--- config.mk ---
export PLATFORM = sky130hd
export DESIGN_NAME = macroblock_prediction_residual_add_top
export DESIGN_NICKNAME = d
export VERILOG_FILES = /design/src/hdl/mpra_pkg.sv /design/src/hdl/mpra_queue.sv /design/src/hdl/mpra_front.sv /design/src/hdl/mpra_back.sv /design/src/hdl/macroblock_prediction_residual_add_top.sv
export SDC_FILE = /design/constraint.sdc
export NUM_CORES = 1
export LEC_CHECK = 0
export BUFFER_PORTS_ARGS = -buffer_cell sky130_fd_sc_hd__buf_2
export CAP_MARGIN = 20
export CORE_MARGIN = 5
export CORE_UTILIZATION = 40
export CTS_CLUSTER_DIAMETER = 60
export DETAILED_ROUTE_END_ITERATION = 16
export GPL_ROUTABILITY_DRIVEN = 0
export HOLD_SLACK_MARGIN = 0.12
export PLACE_DENSITY = 0.58
export SLEW_MARGIN = 20
export SYNTH_ARGS = -nofsm -noshare
export SYNTH_HDL_FRONTEND = slang
export SYNTH_SLANG_ARGS = --single-unit
export TNS_END_PERCENT = 20
--- constraint.sdc ---
create_clock -name clk -period 7.15 [get_ports clk]
set_input_delay 1.43 -clock clk [delete_from_list [all_inputs] [get_ports clk]]
set_output_delay 1.43 -clock clk [all_outputs]
set_load 0.02 [all_outputs]
--- src/hdl/mpra_pkg.sv ---
package mpra_pkg;

  localparam int SAMPLES_PER_BLOCK = 64;
  localparam int SAMPLES_PER_MB    = 384;
  localparam int POS_W             = 9;
  localparam int BLOCK_W           = 3;
  localparam int SAMPLE_W          = 16;
  localparam int PIXEL_W           = 8;
  localparam int MODE_W            = 3;
  localparam int CBP_W             = 6;
  localparam int QUEUE_DEPTH       = 2;

  localparam logic [1:0] PRED_FWD = 2'd0;
  localparam logic [1:0] PRED_BWD = 2'd1;
  localparam logic [1:0] PRED_AVG = 2'd2;

  typedef struct packed {
    logic [PIXEL_W-1:0]  fwd;
    logic [PIXEL_W-1:0]  bwd;
    logic [SAMPLE_W-1:0] res;
    logic [1:0]          pred_sel;
    logic                use_res;
    logic                invalid;
    logic                last;
  } op_t;

  typedef struct packed {
    logic [SAMPLE_W-1:0] sample;
    logic                last;
    logic                invalid;
  } result_t;

endpackage

--- src/hdl/mpra_queue.sv ---
module mpra_queue #(
  parameter type ITEM_T = logic,
  parameter int  DEPTH  = 2
) (
  input  logic  clk,
  input  logic  rst_n,
  input  logic  push,
  input  ITEM_T item_in,
  output logic  full,
  input  logic  pop,
  output ITEM_T item_out,
  output logic  empty
);

  localparam int AW = (DEPTH > 1) ? $clog2(DEPTH) : 1;
  localparam int CW = $clog2(DEPTH + 1);

  ITEM_T          mem_r [DEPTH];
  logic [AW-1:0]  wr_ptr_r, wr_ptr_nxt;
  logic [AW-1:0]  rd_ptr_r, rd_ptr_nxt;
  logic [CW-1:0]  cnt_r, cnt_nxt;
  logic           do_push, do_pop;

  assign full     = (cnt_r == CW'(DEPTH));
  assign empty    = (cnt_r == '0);
  assign do_push  = push && !full;
  assign do_pop   = pop && !empty;
  assign item_out = mem_r[rd_ptr_r];

  always_comb begin
    wr_ptr_nxt = wr_ptr_r;
    rd_ptr_nxt = rd_ptr_r;
    cnt_nxt    = cnt_r;
    if (do_push) begin
      wr_ptr_nxt = (wr_ptr_r == AW'(DEPTH - 1)) ? '0 : wr_ptr_r + AW'(1);
    end
    if (do_pop) begin
      rd_ptr_nxt = (rd_ptr_r == AW'(DEPTH - 1)) ? '0 : rd_ptr_r + AW'(1);
    end
    if (do_push && !do_pop) begin
      cnt_nxt = cnt_r + CW'(1);
    end else if (do_pop && !do_push) begin
      cnt_nxt = cnt_r - CW'(1);
    end
  end

  always_ff @(posedge clk) begin
    if (!rst_n) begin
      wr_ptr_r <= '0;
      rd_ptr_r <= '0;
      cnt_r    <= '0;
    end else begin
      wr_ptr_r <= wr_ptr_nxt;
      rd_ptr_r <= rd_ptr_nxt;
      cnt_r    <= cnt_nxt;
    end
  end

  always_ff @(posedge clk) begin
    if (do_push) begin
      mem_r[wr_ptr_r] <= item_in;
    end
  end

endmodule

--- src/hdl/mpra_front.sv ---
module mpra_front (
  input  logic                          clk,
  input  logic                          rst_n,
  input  logic                          in_push,
  input  logic [mpra_pkg::PIXEL_W-1:0]  in_forward_pixel,
  input  logic [mpra_pkg::PIXEL_W-1:0]  in_backward_pixel,
  input  logic [mpra_pkg::SAMPLE_W-1:0] in_residual,
  input  logic [mpra_pkg::MODE_W-1:0]   in_mode,
  input  logic [mpra_pkg::CBP_W-1:0]    in_coded_pattern,
  input  logic                          op_full,
  output logic                          op_push,
  output mpra_pkg::op_t                 op
);
  import mpra_pkg::*;

  logic [POS_W-1:0]   pos_r, pos_nxt;
  logic [BLOCK_W-1:0] block;
  logic               coded;
  logic               last;

  assign op_push = in_push && !op_full;

  // Block index is the position divided by the block size.
  assign block = pos_r[POS_W-1 -: BLOCK_W];
  assign last  = (pos_r == POS_W'(SAMPLES_PER_MB - 1));

  always_comb begin
    unique case (block)
      3'd0:    coded = in_coded_pattern[5];
      3'd1:    coded = in_coded_pattern[4];
      3'd2:    coded = in_coded_pattern[3];
      3'd3:    coded = in_coded_pattern[2];
      3'd4:    coded = in_coded_pattern[1];
      3'd5:    coded = in_coded_pattern[0];
      default: coded = 1'b0;
    endcase
  end

  always_comb begin
    op.fwd     = in_forward_pixel;
    op.bwd     = in_backward_pixel;
    op.res     = in_residual;
    op.invalid = (in_mode == '0);
    op.use_res = in_mode[0] && coded;
    op.last    = last;
    case (in_mode[2:1])
      2'b11:   op.pred_sel = PRED_AVG;
      2'b10:   op.pred_sel = PRED_BWD;
      default: op.pred_sel = PRED_FWD;
    endcase
  end

  always_comb begin
    pos_nxt = pos_r;
    if (op_push) begin
      pos_nxt = last ? '0 : pos_r + POS_W'(1);
    end
  end

  always_ff @(posedge clk) begin
    if (!rst_n) begin
      pos_r <= '0;
    end else begin
      pos_r <= pos_nxt;
    end
  end

endmodule

--- src/hdl/mpra_back.sv ---
module mpra_back #(
  parameter int QDEPTH = mpra_pkg::QUEUE_DEPTH
) (
  input  logic              clk,
  input  logic              rst_n,
  input  mpra_pkg::op_t     op,
  input  logic              op_empty,
  output logic              op_pop,
  input  logic              res_pop,
  output mpra_pkg::result_t res,
  output logic              res_empty
);
  import mpra_pkg::*;

  logic                res_full;
  logic [PIXEL_W:0]    avg_sum;
  logic [PIXEL_W-1:0]  pred;
  logic [SAMPLE_W-1:0] addend;
  result_t             res_calc;

  assign op_pop = !op_empty && !res_full;

  assign avg_sum = {1'b0, op.fwd} + {1'b0, op.bwd} + (PIXEL_W+1)'(1);

  always_comb begin
    unique case (op.pred_sel)
      PRED_AVG: pred = avg_sum[PIXEL_W:1];
      PRED_BWD: pred = op.bwd;
      default:  pred = op.fwd;
    endcase
  end

  assign addend = op.use_res ? op.res : '0;

  always_comb begin
    res_calc.last    = op.last;
    res_calc.invalid = op.invalid;
    // The sum wraps to 16 bits; an invalid mode reads as zero.
    res_calc.sample  = op.invalid ? '0 : {{(SAMPLE_W-PIXEL_W){1'b0}}, pred} + addend;
  end

  mpra_queue #(
    .ITEM_T (result_t),
    .DEPTH  (QDEPTH)
  ) u_res_queue (
    .clk      (clk),
    .rst_n    (rst_n),
    .push     (op_pop),
    .item_in  (res_calc),
    .full     (res_full),
    .pop      (res_pop),
    .item_out (res),
    .empty    (res_empty)
  );

endmodule

--- src/hdl/macroblock_prediction_residual_add_top.sv ---
// A transaction is held in the op queue, then its result in the result queue.
// Throughput: one sample per cycle unless stalled; the back-end add is combinational.
// Two small queues (front to back, back to output) let each side stall on its own.
// Reset (synchronous, active low) empties both queues and returns the position
// counter to the first sample of a macroblock.
module macroblock_prediction_residual_add_top #(
  parameter int QDEPTH = mpra_pkg::QUEUE_DEPTH
) (
  input  logic                                 clk,
  input  logic                                 rst_n,
  input  logic                                 in_push,
  output logic                                 in_full,
  input  logic [mpra_pkg::PIXEL_W-1:0]         in_forward_pixel,
  input  logic [mpra_pkg::PIXEL_W-1:0]         in_backward_pixel,
  input  logic signed [mpra_pkg::SAMPLE_W-1:0] in_residual,
  input  logic [mpra_pkg::MODE_W-1:0]          in_mode,
  input  logic [mpra_pkg::CBP_W-1:0]           in_coded_pattern,
  output logic                                 out_empty,
  input  logic                                 out_pop,
  output logic signed [mpra_pkg::SAMPLE_W-1:0] out_sample_out,
  output logic                                 out_last_sample,
  output logic                                 out_invalid_mode
);
  import mpra_pkg::*;

  op_t     op_in, op_out;
  logic    op_push, op_full, op_pop, op_empty;
  result_t res;

  mpra_front u_front (
    .clk               (clk),
    .rst_n             (rst_n),
    .in_push           (in_push),
    .in_forward_pixel  (in_forward_pixel),
    .in_backward_pixel (in_backward_pixel),
    .in_residual       (in_residual),
    .in_mode           (in_mode),
    .in_coded_pattern  (in_coded_pattern),
    .op_full           (op_full),
    .op_push           (op_push),
    .op                (op_in)
  );

  mpra_queue #(
    .ITEM_T (op_t),
    .DEPTH  (QDEPTH)
  ) u_op_queue (
    .clk      (clk),
    .rst_n    (rst_n),
    .push     (op_push),
    .item_in  (op_in),
    .full     (op_full),
    .pop      (op_pop),
    .item_out (op_out),
    .empty    (op_empty)
  );

  mpra_back #(
    .QDEPTH (QDEPTH)
  ) u_back (
    .clk       (clk),
    .rst_n     (rst_n),
    .op        (op_out),
    .op_empty  (op_empty),
    .op_pop    (op_pop),
    .res_pop   (out_pop),
    .res       (res),
    .res_empty (out_empty)
  );

  assign in_full          = op_full;
  assign out_sample_out   = res.sample;
  assign out_last_sample  = res.last;
  assign out_invalid_mode = res.invalid;

endmodule
==> results.cfg <==
[die]
rows = 44
core_um2 = 14640
die_y_um = 132.6
io_pins = 65
dieArea_um2 = 17590
die-width_um = 132.6
start_util_pct = 41.07

[cts]
cts_root_buf = clkbuf_16
cts_tree = yes
cts_hold_buf = 0
cts.path.max_buffers = 2
cts_resized = 0
cts-buffers-inserted = 17
htree_levels = 4
worst_skew_pair.late_latency_ns = 0.42
clk_pin_slew_ns = 0.06
post-cts-setup-buffers = 0
cts_sinks = 129

[place]
dp_hpwl_mm = 8.072
place_inst = 690
portBuffers = 64

[yosys]
synth_edf_count = 110
ys_async_sr_fraction_pct = 0
syn_avg_cell_area_um2 = 13.34
yosysWarnings = 0
yosysMostFrequentCell = edfxtp_1
yosysTopAreaCellShare_pct = 54.92
synthFlopType = edfxtp_1
netlist_instances = 451
syn-num-nets = 518
syn-cell-area_um2 = 6015
synthTopCellsByCount = 110 x edfxtp_1, 42 x nor2_1, 37 x mux2_2
synthTopCellsByArea = edfxtp_1 55%, mux2_2 6.9%, dfxtp_1 6.3%
yosysUniqueCellTypes = 57
ys_seq_elements = 129
synth_largest_area_cell = edfxtp_1
ys_seq_area_share_pct = 61.24

[layout]
nets = 593
antenna_cells = 0
fin_cells = 723
drive_gt1_share_pct = 25.97
num-fill-cells = 1295
areaGrowthSynthToFinish_pct = 19.08

[global_route]
grt_pass1_wl_mm = 19.21
antenna_found_initial = 0
grt_use_total_pct = 13.83
grt_max_degree = 39
overflow = 0
grt_pass1_vias = 3848

[power]
p_sw_uw = 1064
p_leak_uw = 0.002667
seq_power_share_pct = 35.4
ir_drop_mv = 0.1848
internal_power_uw = 2107
combPwrFrac_pct = 36.9
powerDensity_nw_per_um2 = 442.7
swShare_pct = 33.54
total_power_uw = 3171
pwr-share-clk_pct = 27.7

[timing]
rsz0062_at_grt = false
post-route-period-util_pct = 63.62
setup_viol = 0
clock_skew_ns = 0.01356
max_slew_margin_pct = 43.44
fmax_mhz = 219.8
finalHoldViolCount = 0
worst_pin_slew_ns = 0.8483
setup_tns_ns = 0
finalMaxSlewViolations = 0
post-route-min-period_ns = 4.549

[drt]
drc_errors = 0
dr.pass1.iters = 4
vias = 3659
drtIter0Drc = 201
wl_per_cell_um = 15.93
antenna_left = 0
drt-vias-per-instance = 5.061
drt-total-wl_mm = 11.52

[setup_path]
path_buf_inv = 0
crit_arrival_ns = 4.69
worstPathCellList = mux2_2, fa_1, a21o_1, a21oi_1, nor2b_1, or4_1, a31oi_1, ha_1, o21a_1, o21ai_0, a31oi_1, o21ai_0, xor2_1, nor2_1
critPathCaptureType = register
critPathSlowestCell = dfxtp_2
critical-path-top-delay-family = compound AO/OA/AOI/OAI gates
critPathMaxFanout = 30
crit_type = register to register
cp.required_ns = 7.29
max_stage_delay_ns = 0.79
start_kind = register

[run_status]
outcome = complete, no violations

[job]
cap_viol_max_count = 0

[hold_path]
hp-class = register to register
## power groups by stage
stage	Clock, uW	Combinational, uW	Sequential (uW)
floorplan	0	904	1090
global placement	0	1140	1130
detailed placement	0	1160	1140
CTS	900	1170	1130
global route	933	1300	1140
finish	877	1170	1120
## per-stage QoR
step / setup slack, ns / utilization [%] / instance area [um^2] / hold WS (ns)
after floorplan: 2.976 / - / 6015 / 0.4609
after global placement: 2.677 / 44.66 / 6540 / 0.4749
after detailed placement: 2.626 / 44.66 / 6540 / 0.4847
after CTS: 2.599 / 48.77 / 7142 / 0.4926
after global routing: 2.228 / 48.91 / 7162 / 0.5405
final: 2.601 / 48.91 / 7162 / 0.4919
## routing by layer
metal  vias up  global-route usage (%)  routed length [um]
met3        11                   4.176                 470
met2        77                   20.93                5242
met5         -                       0                   0
met4         0                   6.409                 194
met1      1729                   18.30                5611
li1       1842                       -                   -
## cell usage in the layout, fill, tap and decap left out, types with 3 or more instances in the layout
master	Yosys	final
clkinv_2	0	3
bufinv_16	0	4
a21o_1	4	4
mux2_2	37	37
buf_4	0	4
nand4_1	4	4
clkinvlp_4	0	3
xor2_1	13	13
o21a_1	4	4
and2_1	15	15
mux2i_1	17	17
a21oi_1	13	13
buf_2	6	64
nand2_1	21	21
nor2b_1	5	5
a211oi_1	3	3
inv_1	13	13
xnor2_1	14	14
o21ai_0	19	19
nor2_1	42	41
clkbuf_16	0	17
clkbuf_1	6	3
a21boi_0	3	3
dfxtp_1	19	18
edfxtp_1	110	110
nand3_1	5	5
or3_1	5	5
ha_1	20	20
nor3_1	8	8
a221oi_1	4	4
## layout make-up
cell class / instances / area [um^2] / share of cell area [%]
tap: 184 / 230.2 / 3.215
timing repair buffer: 69 / 370.4 / 5.171
multi-input combinational: 296 / 2226 / 31.08
clock buffer: 20 / 436.7 / 6.097
inverter: 13 / 48.80 / 0.6813
clock inverter: 12 / 165.2 / 2.306
sequential: 129 / 3685 / 51.45
## worst paths after layout
path / startpoint / endpoint / slack (ns) / depth (start not counted)
worst max-delay path: register / u_back.u_res_queue.mem_r[0][11]$_DFFE_PP_ / 2.60 / 14
worst min-delay path: u_front.pos_r[1]$_SDFFE_PN0P_ / u_front.pos_r[1]$_SDFFE_PN0P_ / 0.49 / 2
worst max register to register: register / u_back.u_res_queue.mem_r[0][11]$_DFFE_PP_ / 2.60 / 14
worst min register to register: u_front.pos_r[1]$_SDFFE_PN0P_ / u_front.pos_r[1]$_SDFFE_PN0P_ / 0.49 / 2
## registers in the layout, summed over array words and instances, names as in the netlist, named ones only
| signal | flops |
|---|---|
| u_back.u_res_queue.rd_ptr_r | 1 |
| u_op_queue.rd_ptr_r | 1 |
| u_front.pos_r | 9 |
| u_op_queue.wr_ptr_r | 1 |
| u_back.u_res_queue.wr_ptr_r | 1 |
| u_op_queue.cnt_r | 2 |
| u_back.u_res_queue.mem_r | 36 |
| u_op_queue.mem_r | 74 |
| u_back.u_res_queue.cnt_r | 2 |
## worst min-delay path, cell delays in order, from the launching register on
cell and delay [ns]:
dfxtp_1 0.32, nand2_1 0.05, a21boi_0 0.07
## kinds of logic after synthesis
kind of cell	synth area share, %
flip-flops	61.24
AND/OR/NAND/NOR	9.944
AO/OA/AOI/OAI	8.425
multiplexers	9.757
XOR/XNOR	3.932
buffers and inverters	1.872
adder cells (fa/ha/maj)	4.826
No activity file was read; power rests on OpenSTA's default activity.
